**config.mk**
```make
export PLATFORM = sky130hd
export DESIGN_NAME = windowed_average_range_check_unit_flat
export DESIGN_NICKNAME = d
export VERILOG_FILES = /design/src/rtl/core/wavrc_pkg.sv /design/src/rtl/core/wavrc_if.sv /design/src/rtl/core/windowed_average_range_check_unit.sv /design/src/rtl/core/wavrc_window.sv /design/src/rtl/core/wavrc_arith.sv /design/src/flat_wrapper.sv
export VERILOG_INCLUDE_DIRS = /design/src /design/src/rtl/core
export SDC_FILE = /design/constraint.sdc
export NUM_CORES = 1
export LEC_CHECK = 0
export BUFFER_PORTS_ARGS = -buffer_cell sky130_fd_sc_hd__buf_2
export CORE_MARGIN = 3
export CORE_UTILIZATION = 58
export CTS_CLUSTER_SIZE = 40
export DETAILED_ROUTE_END_ITERATION = 7
export PLACE_DENSITY = 0.79
export SLEW_MARGIN = 0
export SYNTH_ARGS = -nofsm -noshare
export SYNTH_HDL_FRONTEND = slang
export SYNTH_SLANG_ARGS = --single-unit
```
**constraint.sdc**
```tcl
create_clock -name i_clk -period 4.4 [get_ports i_clk]
set_clock_uncertainty 0.15 [all_clocks]
set_input_delay 0.44 -clock i_clk [delete_from_list [all_inputs] [get_ports i_clk]]
set_output_delay 0.44 -clock i_clk [all_outputs]
set_load 0.05 [all_outputs]
```
**src/rtl/core/windowed_average_range_check_unit_macros.svh**
```systemverilog
// Assertion macros for the windowed average range check unit
`ifndef WINDOWED_AVERAGE_RANGE_CHECK_UNIT_MACROS_SVH
`define WINDOWED_AVERAGE_RANGE_CHECK_UNIT_MACROS_SVH

// Same-cycle implication, disabled while reset is asserted
`define WAVRC_ASSERT_IMM(label, clk, rst_n, ante, cons, msg) \
    label: assert property (@(posedge clk) disable iff (!rst_n) (ante) |-> (cons)) \
        else $error(msg);

// Next-cycle implication, disabled while reset is asserted
`define WAVRC_ASSERT_NEXT(label, clk, rst_n, ante, cons, msg) \
    label: assert property (@(posedge clk) disable iff (!rst_n) (ante) |=> (cons)) \
        else $error(msg);

`endif

```
**src/rtl/core/wavrc_pkg.sv**
```systemverilog
// Shared types and constants for the windowed average range check unit
package wavrc_pkg;

    localparam int SAMPLE_W   = 16;
    localparam int STAMP_W    = 32;
    localparam int LIMIT_W    = 16;
    localparam int CFG_DATA_W = 16;
    localparam int CFG_IDX_W  = 2;
    localparam int WINDOW_DEF = 5;

    localparam logic [LIMIT_W-1:0] LOW_RESET  = 16'd250;
    localparam logic [LIMIT_W-1:0] HIGH_RESET = 16'd1000;

    typedef enum logic [CFG_IDX_W-1:0] {
        CFG_LOW  = 2'd0,
        CFG_HIGH = 2'd1
    } t_cfg_idx;

    // Operation of the shared add/subtract unit
    typedef enum logic [1:0] {
        OP_HOLD = 2'd0,
        OP_CLR  = 2'd1,
        OP_ACC  = 2'd2,
        OP_DIV  = 2'd3
    } t_op;

    typedef struct packed {
        t_op                 op;
        logic [SAMPLE_W-1:0] data;
    } t_arith_ctl;

endpackage

```
**src/rtl/core/wavrc_if.sv**
```systemverilog
// Valid/ready stream interfaces for the input and result channels
interface wavrc_in_if import wavrc_pkg::*; ();
    logic                valid;
    logic                ready;
    logic [SAMPLE_W-1:0] sample;
    logic [STAMP_W-1:0]  stamp;

    modport source (output valid, output sample, output stamp, input ready);
    modport sink   (input valid, input sample, input stamp, output ready);
endinterface

interface wavrc_out_if import wavrc_pkg::*; ();
    logic                valid;
    logic                ready;
    logic [SAMPLE_W-1:0] mean;
    logic                anomaly;
    logic [STAMP_W-1:0]  stamp_out;

    modport source (output valid, output mean, output anomaly, output stamp_out, input ready);
    modport sink   (input valid, input mean, input anomaly, input stamp_out, output ready);
endinterface

```
**src/rtl/core/windowed_average_range_check_unit.sv**
```systemverilog
// Top level: windowed average with range alarm, sequencer around a shared adder
//
//   channel  | dir | handshake      | payload
//   i_in     | in  | valid / ready  | sample[15:0], stamp[31:0]
//   o_out    | out | valid / ready  | mean[15:0], anomaly, stamp_out[31:0]
//   i_cfg_*  | in  | write enable   | idx[1:0] (0 low, 1 high), data[15:0]
//
// An item is stored, then the valid entries are summed through the shared
// adder (the ring read is registered, so the first sum step only fetches),
// then SW divide steps run (SW = 19 for WINDOW = 5), and finally the result
// register is loaded. i_in.ready is high only while the sequencer is idle.
// A result waiting in the output register does not block the next
// transaction; only the load step waits for it. Reset is synchronous; the
// sample ring needs no clearing.
`include "windowed_average_range_check_unit_macros.svh"

module windowed_average_range_check_unit
    import wavrc_pkg::*;
#(
    parameter int WINDOW = WINDOW_DEF
) (
    input  logic                  i_clk,
    input  logic                  i_rst_n,
    wavrc_in_if.sink              i_in,
    wavrc_out_if.source           o_out,
    input  logic                  i_cfg_we,
    input  logic [CFG_IDX_W-1:0]  i_cfg_idx,
    input  logic [CFG_DATA_W-1:0] i_cfg_data
);

    localparam int IW  = (WINDOW > 1) ? $clog2(WINDOW) : 1;
    localparam int NW  = $clog2(WINDOW + 1);
    localparam int SW  = $clog2(WINDOW * ((1 << SAMPLE_W) - 1) + 1);
    localparam int DCW = $clog2(SW);
    localparam int CW  = (DCW > NW) ? DCW : NW;

    typedef enum logic [3:0] {
        S_IDLE = 4'b0001,
        S_SUM  = 4'b0010,
        S_DIV  = 4'b0100,
        S_LOAD = 4'b1000
    } t_state;

    t_state              r_state, n_state;
    logic [CW-1:0]       r_cnt, n_cnt;
    logic [IW-1:0]       r_wp;
    logic                r_filled;
    logic [NW-1:0]       r_n;
    logic [STAMP_W-1:0]  r_stamp;
    logic [LIMIT_W-1:0]  r_low;
    logic [LIMIT_W-1:0]  r_high;
    logic                r_out_valid;
    logic [SAMPLE_W-1:0] r_out_mean;
    logic                r_out_anom;
    logic [STAMP_W-1:0]  r_out_stamp;

    logic                w_in_acc;
    logic                w_load;
    logic                w_wrap;
    logic [SAMPLE_W-1:0] w_rdata;
    logic [SW-1:0]       w_quot;
    logic [NW-1:0]       w_rem;
    logic [SAMPLE_W-1:0] w_mean;
    logic                w_anom;
    t_arith_ctl          w_ctl;

    assign i_in.ready = (r_state == S_IDLE);
    assign w_in_acc   = i_in.valid && i_in.ready;
    assign w_wrap     = (r_wp == IW'(WINDOW - 1));
    assign w_load     = (r_state == S_LOAD) && (!r_out_valid || o_out.ready);

    wavrc_window #(
        .WIDTH (SAMPLE_W),
        .DEPTH (WINDOW),
        .IW    (IW)
    ) u_window (
        .i_clk   (i_clk),
        .i_we    (w_in_acc),
        .i_waddr (r_wp),
        .i_wdata (i_in.sample),
        .i_raddr (r_cnt[IW-1:0]),
        .o_rdata (w_rdata)
    );

    // Read data is registered: entry k is added at count k + 1
    always_comb begin
        w_ctl.data = w_rdata;
        if (w_in_acc) begin
            w_ctl.op = OP_CLR;
        end else if ((r_state == S_SUM) && (r_cnt != '0)) begin
            w_ctl.op = OP_ACC;
        end else if (r_state == S_DIV) begin
            w_ctl.op = OP_DIV;
        end else begin
            w_ctl.op = OP_HOLD;
        end
    end

    wavrc_arith #(
        .NW (NW),
        .SW (SW)
    ) u_arith (
        .i_clk     (i_clk),
        .i_ctl     (w_ctl),
        .i_divisor (r_n),
        .o_quot    (w_quot),
        .o_rem     (w_rem)
    );

    // mean < low, or exact mean > high (quotient above, or equal with remainder)
    assign w_mean = w_quot[SAMPLE_W-1:0];
    assign w_anom = (w_mean < r_low) || (w_mean > r_high)
                 || ((w_mean == r_high) && (w_rem != '0));

    always_comb begin
        n_state = r_state;
        n_cnt   = r_cnt;
        unique case (r_state)
            S_IDLE: begin
                if (w_in_acc) begin
                    n_state = S_SUM;
                    n_cnt   = '0;
                end
            end
            S_SUM: begin
                if (r_cnt == CW'(r_n)) begin
                    n_state = S_DIV;
                    n_cnt   = '0;
                end else begin
                    n_cnt = r_cnt + CW'(1);
                end
            end
            S_DIV: begin
                if (r_cnt == CW'(SW - 1)) begin
                    n_state = S_LOAD;
                end else begin
                    n_cnt = r_cnt + CW'(1);
                end
            end
            S_LOAD: begin
                if (w_load) begin
                    n_state = S_IDLE;
                end
            end
            default: begin
                n_state = S_IDLE;
            end
        endcase
    end

    always_ff @(posedge i_clk) begin
        if (!i_rst_n) begin
            r_state     <= S_IDLE;
            r_cnt       <= '0;
            r_wp        <= '0;
            r_filled    <= 1'b0;
            r_n         <= NW'(1);
            r_low       <= LOW_RESET;
            r_high      <= HIGH_RESET;
            r_out_valid <= 1'b0;
        end else begin
            r_state <= n_state;
            r_cnt   <= n_cnt;
            if (w_in_acc) begin
                r_wp     <= w_wrap ? '0 : r_wp + IW'(1);
                r_filled <= r_filled || w_wrap;
                r_n      <= r_filled ? NW'(WINDOW) : NW'(r_wp) + NW'(1);
            end
            if (i_cfg_we) begin
                case (i_cfg_idx)
                    CFG_LOW:  r_low  <= i_cfg_data;
                    CFG_HIGH: r_high <= i_cfg_data;
                    default: begin
                    end
                endcase
            end
            if (w_load) begin
                r_out_valid <= 1'b1;
            end else if (o_out.ready) begin
                r_out_valid <= 1'b0;
            end
        end
    end

    always_ff @(posedge i_clk) begin
        if (w_in_acc) begin
            r_stamp <= i_in.stamp;
        end
        if (w_load) begin
            r_out_mean  <= w_mean;
            r_out_anom  <= w_anom;
            r_out_stamp <= r_stamp;
        end
    end

    assign o_out.valid     = r_out_valid;
    assign o_out.mean      = r_out_mean;
    assign o_out.anomaly   = r_out_anom;
    assign o_out.stamp_out = r_out_stamp;

    `WAVRC_ASSERT_NEXT(a_acc_starts_sum, i_clk, i_rst_n, w_in_acc, r_state == S_SUM,
        "accepted transaction did not start the sum")
    `WAVRC_ASSERT_IMM(a_count_range, i_clk, i_rst_n, r_state != S_IDLE,
        (r_n != '0) && (r_n <= NW'(WINDOW)), "entry count out of range")
    `WAVRC_ASSERT_IMM(a_sum_index, i_clk, i_rst_n, r_state == S_SUM, r_cnt <= CW'(r_n),
        "sum index beyond valid entries")
    `WAVRC_ASSERT_IMM(a_wp_range, i_clk, i_rst_n, 1'b1, r_wp <= IW'(WINDOW - 1),
        "write pointer beyond window")

endmodule

```
**src/rtl/core/wavrc_window.sv**
```systemverilog
// Generic RAM: one write port, one registered read port
module wavrc_window
    import wavrc_pkg::*;
#(
    parameter int WIDTH = SAMPLE_W,
    parameter int DEPTH = WINDOW_DEF,
    parameter int IW    = (DEPTH > 1) ? $clog2(DEPTH) : 1
) (
    input  logic             i_clk,
    input  logic             i_we,
    input  logic [IW-1:0]    i_waddr,
    input  logic [WIDTH-1:0] i_wdata,
    input  logic [IW-1:0]    i_raddr,
    output logic [WIDTH-1:0] o_rdata
);

    // Entries are always written before they are summed, so no reset
    logic [WIDTH-1:0] r_store [DEPTH];
    logic [WIDTH-1:0] r_rdata;

    always_ff @(posedge i_clk) begin
        if (i_we) begin
            r_store[i_waddr] <= i_wdata;
        end
        r_rdata <= r_store[i_raddr];
    end

    assign o_rdata = r_rdata;

endmodule

```
**src/rtl/core/wavrc_arith.sv**
```systemverilog
// Shared adder: accumulates the window sum, then runs a restoring divide by n
module wavrc_arith
    import wavrc_pkg::*;
#(
    parameter int NW = 3,
    parameter int SW = 19
) (
    input  logic          i_clk,
    input  t_arith_ctl    i_ctl,
    input  logic [NW-1:0] i_divisor,
    output logic [SW-1:0] o_quot,
    output logic [NW-1:0] o_rem
);

    localparam int AW = SW + 1;

    logic [SW-1:0] r_acc;
    logic [NW-1:0] r_rem;
    logic [NW:0]   w_trial;
    logic [AW-1:0] w_a;
    logic [AW-1:0] w_b;
    logic          w_cin;
    logic [AW:0]   w_sum;
    logic          w_ge;

    // Partial remainder with the next dividend bit shifted in
    assign w_trial = {r_rem, r_acc[SW-1]};

    always_comb begin
        if (i_ctl.op == OP_DIV) begin
            w_a   = AW'(w_trial);
            w_b   = ~AW'(i_divisor);
            w_cin = 1'b1;
        end else begin
            w_a   = {1'b0, r_acc};
            w_b   = AW'(i_ctl.data);
            w_cin = 1'b0;
        end
    end

    assign w_sum = {1'b0, w_a} + {1'b0, w_b} + (AW + 1)'(w_cin);
    // Carry out of the subtract: trial >= divisor
    assign w_ge  = w_sum[AW];

    // Dividend register shifts left and collects quotient bits
    always_ff @(posedge i_clk) begin
        unique case (i_ctl.op)
            OP_CLR: begin
                r_acc <= '0;
                r_rem <= '0;
            end
            OP_ACC: begin
                r_acc <= w_sum[SW-1:0];
            end
            OP_DIV: begin
                r_acc <= {r_acc[SW-2:0], w_ge};
                r_rem <= w_ge ? w_sum[NW-1:0] : w_trial[NW-1:0];
            end
            OP_HOLD: begin
            end
        endcase
    end

    assign o_quot = r_acc;
    assign o_rem  = r_rem;

endmodule
```
**src/flat_wrapper.sv**
```systemverilog
// flat-port wrapper written by rule: the top's interface ports become plain ports
module windowed_average_range_check_unit_flat import wavrc_pkg::*;
#(
    parameter int WINDOW = WINDOW_DEF
)
  (i_clk, i_rst_n, i_cfg_we, i_cfg_idx, i_cfg_data, i_in_valid, i_in_sample, i_in_stamp, i_in_ready, o_out_valid, o_out_mean, o_out_anomaly, o_out_stamp_out, o_out_ready);
  wavrc_in_if i_in_i ();
  wavrc_out_if o_out_i ();
  input  logic i_clk;
  input  logic i_rst_n;
  input  logic i_cfg_we;
  input  logic [CFG_IDX_W-1:0] i_cfg_idx;
  input  logic [CFG_DATA_W-1:0] i_cfg_data;
  input wire logic [$bits(i_in_i.valid)-1:0] i_in_valid;
  input wire logic [$bits(i_in_i.sample)-1:0] i_in_sample;
  input wire logic [$bits(i_in_i.stamp)-1:0] i_in_stamp;
  output wire logic [$bits(i_in_i.ready)-1:0] i_in_ready;
  output wire logic [$bits(o_out_i.valid)-1:0] o_out_valid;
  output wire logic [$bits(o_out_i.mean)-1:0] o_out_mean;
  output wire logic [$bits(o_out_i.anomaly)-1:0] o_out_anomaly;
  output wire logic [$bits(o_out_i.stamp_out)-1:0] o_out_stamp_out;
  input wire logic [$bits(o_out_i.ready)-1:0] o_out_ready;
  assign i_in_i.valid = i_in_valid;
  assign i_in_i.sample = i_in_sample;
  assign i_in_i.stamp = i_in_stamp;
  assign i_in_ready = i_in_i.ready;
  assign o_out_valid = o_out_i.valid;
  assign o_out_mean = o_out_i.mean;
  assign o_out_anomaly = o_out_i.anomaly;
  assign o_out_stamp_out = o_out_i.stamp_out;
  assign o_out_i.ready = o_out_ready;
  windowed_average_range_check_unit #(.WINDOW(WINDOW)) u_core (.i_clk(i_clk), .i_rst_n(i_rst_n), .i_in(i_in_i), .o_out(o_out_i), .i_cfg_we(i_cfg_we), .i_cfg_idx(i_cfg_idx), .i_cfg_data(i_cfg_data));
endmodule
```
==> metrics.txt <==
ys flop type=edfxtp_1; flop2flop setup slack=0.43 ns; R2R Path Start=u_core.r_state[1]$_SDFFE_PN0P_; clock latency on the worst-skew pair=0.50 ns; post-CTS sizing=0; worst-path fanout max=41; Seq/Total Area, Yosys=0.647; area grow syn2layout=19.7%; max_slew headroom=0.253; area of the mapped netlist=10500 um2; via/cell ratio=5.51; CTS tree=built; Clock Pin Slew Worst Setup and Hold Paths=0.06 ns; Achievable Freq=0.252 GHz; Tcrit/Tclk final=0.902; CP Launch Type=register; Layout Nets=1103; Yosys cell types=56; status=completed; WP data arrival=4.06 ns; CORE AREA=17500 um2; Leak=0.00485 uW; Async SR Flop Fraction=0; gr usage total=0.214; Routed WL=21.0 mm; critical path required time=4.49 ns; synthesized flop and latch total=248; Final Hold Vio Count=0; Hold EP=u_core.u_window.r_store[1][1]$_DFFE_PP_; cts bufs inserted=25; number of DRC markers in iteration 0=415; Reg2Reg Depth=12; Buffers on Ports=121; WS Path Type=reg2reg; Min Hold Slack=0.0214 ns; Synth Warn #=0; global placement routability congestion=0.811; leading cell types in the layout, fill and taps excluded=183 x edfxtp_1, 140 x nand2_1, 121 x buf_2, 65 x dfxtp_1, 51 x ha_1; H-tree Lvls=1; Net Count, Synth=929; Horiz. Die Dim=141 um; PD cells=439 nW/um2; Max Cap Viol=0; number of I/O pins=122; Slew Limit Fails=0; wire per inst=17.2 um; DIE HEIGHT=141 um; worst r2r dst=u_core.u_arith.o_quot[18]$_DFFE_PP_; share of layout cells above drive strength 1=0.213; clk sinks=248; RSZ-0062 raised after global routing=false; Starting Density=0.599; measured slew at the worst slew-check pin=1.12 ns; fin crit period=3.97 ns; TritonRoute pass-1 iters=5; most common cell after layout, fill and taps aside=edfxtp_1; clock root cell=clkbuf_16; initial antenna violation count=0; hold depth=1; worst hold path class=in2reg; Clock Tree Buf Depth=3; largest net degree at the start of global routing=46; post-detail-place hpwl=13.7 mm; Vias=6734; total gr overflow=0; ant diodes=0; Worst IR Drop VDD=0.000437 V; first-pass GRT wire length=34.2 mm; DIE AREA=19800 um2; total setup buffers inserted after CTS=0; fin util=0.718; Row Count=48; Final Setup Violations=0; cells after synthesis=805; vias in the first global route=6955; hold path start=i_in_sample[1]; Residual DRC=0; EDFF count, synth=183; syn avg cell area=13.1 um2; critical path capture point type=register; DRT antenna net count=0; Setup TNS=0 ns
[registers in the layout, summed over array words and instances (netlist names), 4 cells and up]
name and count:
u_core.o_out.stamp_out 32, u_core.r_stamp 32, u_core.o_out.mean 16, u_core.r_high 16, u_core.u_window.r_store 80, u_core.r_state 4
u_core.r_cnt 5, u_core.u_window.o_rdata 16, u_core.r_low 16, u_core.u_arith.o_quot 19
[metal layers]
metal  track usage  vias up  routed length [um]
met1         0.268     3224                8700
met3        0.0329       40                1050
li1              -     3298                   -
met2         0.389      172               10900
met4        0.0571        0                 429
met5             0        -                   0
[synth_stat cells (9+ instances only)]
library cell | n | area share
ha_1 | 51 | 0.061
a21o_1 | 14 | 0.010
a21oi_1 | 14 | 0.0067
inv_1 | 37 | 0.013
o21ai_0 | 26 | 0.012
mux4_2 | 16 | 0.034
nor2_1 | 29 | 0.010
nor3_1 | 9 | 0.0043
or2_2 | 16 | 0.0095
a22o_1 | 11 | 0.0092
clkbuf_1 | 24 | 0.0086
nand2_1 | 140 | 0.050
xnor2_1 | 11 | 0.0092
o211ai_1 | 16 | 0.011
a21boi_0 | 23 | 0.016
edfxtp_1 | 183 | 0.52
nor2b_1 | 18 | 0.011
o21a_1 | 9 | 0.0064
dfxtp_1 | 65 | 0.12
[what timing repair did]
action	CTS	global route
hold buffers	39	0
endpoints found under the setup margin	0	0
endpoints found under the hold margin	65	0
[through the flow]
stage | setup slack, ns | cell area (um2) | power, uW | cells
floorplan | 0.432 | 10500 | 3400 | 805
global placement | 0.597 | 11500 | 3600 | 1138
detailed placement | 0.452 | 11500 | 3620 | 1138
CTS | 0.429 | 12600 | 5570 | 1222
global route | 0.176 | 12600 | 5770 | 1222
finish | 0.429 | 12600 | 5520 | 1222
[worst max path at each step]
stage          depth (start not counted)                                 endpoint                      startpoint
2_1_floorplan                          4  u_core.u_window.r_store[0][0]$_DFFE_PP_  u_core.r_state[1]$_SDFFE_PN0P_
3_3_place_gp                          12      u_core.u_arith.o_quot[18]$_DFFE_PP_  u_core.r_state[1]$_SDFFE_PN0P_
3_5_place_dp                          12      u_core.u_arith.o_quot[18]$_DFFE_PP_  u_core.r_state[1]$_SDFFE_PN0P_
4_1_cts                               12      u_core.u_arith.o_quot[18]$_DFFE_PP_  u_core.r_state[1]$_SDFFE_PN0P_
5_1_grt                               13      u_core.u_arith.o_quot[18]$_DFFE_PP_  u_core.r_state[1]$_SDFFE_PN0P_
6_report                              12      u_core.u_arith.o_quot[18]$_DFFE_PP_  u_core.r_state[1]$_SDFFE_PN0P_
[worst max-delay path, cell delays in order, from the launching register on]
cell	delay, ns
dfxtp_1	0.39
nand3b_1	0.15
clkinv_1	0.24
buf_12	0.26
fa_1	0.49
fa_1	0.44
a211oi_1	0.39
or4b_1	0.21
nand3_1	0.09
a221oi_2	0.46
o21ai_0	0.16
a32oi_1	0.23
a31oi_1	0.06
[power by group]
part	switching, uW	internal [uW]
logic	464	400
clock network	816	1100
registers	78.8	2660
[final cells by class]
cell class	instances	area, um2
Tap cell	225	282
Timing Repair Buffer	174	1110
Fill cell	1167	4950
Multi-Input combinational cell	490	3500
Sequential cell	248	6800
Clock inverter	14	97.6
Clock buffer	31	648
Inverter	40	150
[kinds of logic after synthesis]
kind of cell               after synthesis  share of synthesized area
DFF                                    248                      0.647
AOI/OAI and AO/OA                      145                      0.100
and+or+nand+nor                        255                      0.112
muxes                                   20                     0.0381
buffers and inverters                   67                     0.0240
xor gates and xnor gates                17                     0.0142
adders and majority gates               53                     0.0645
No activity file was read; power rests on OpenSTA's default activity.
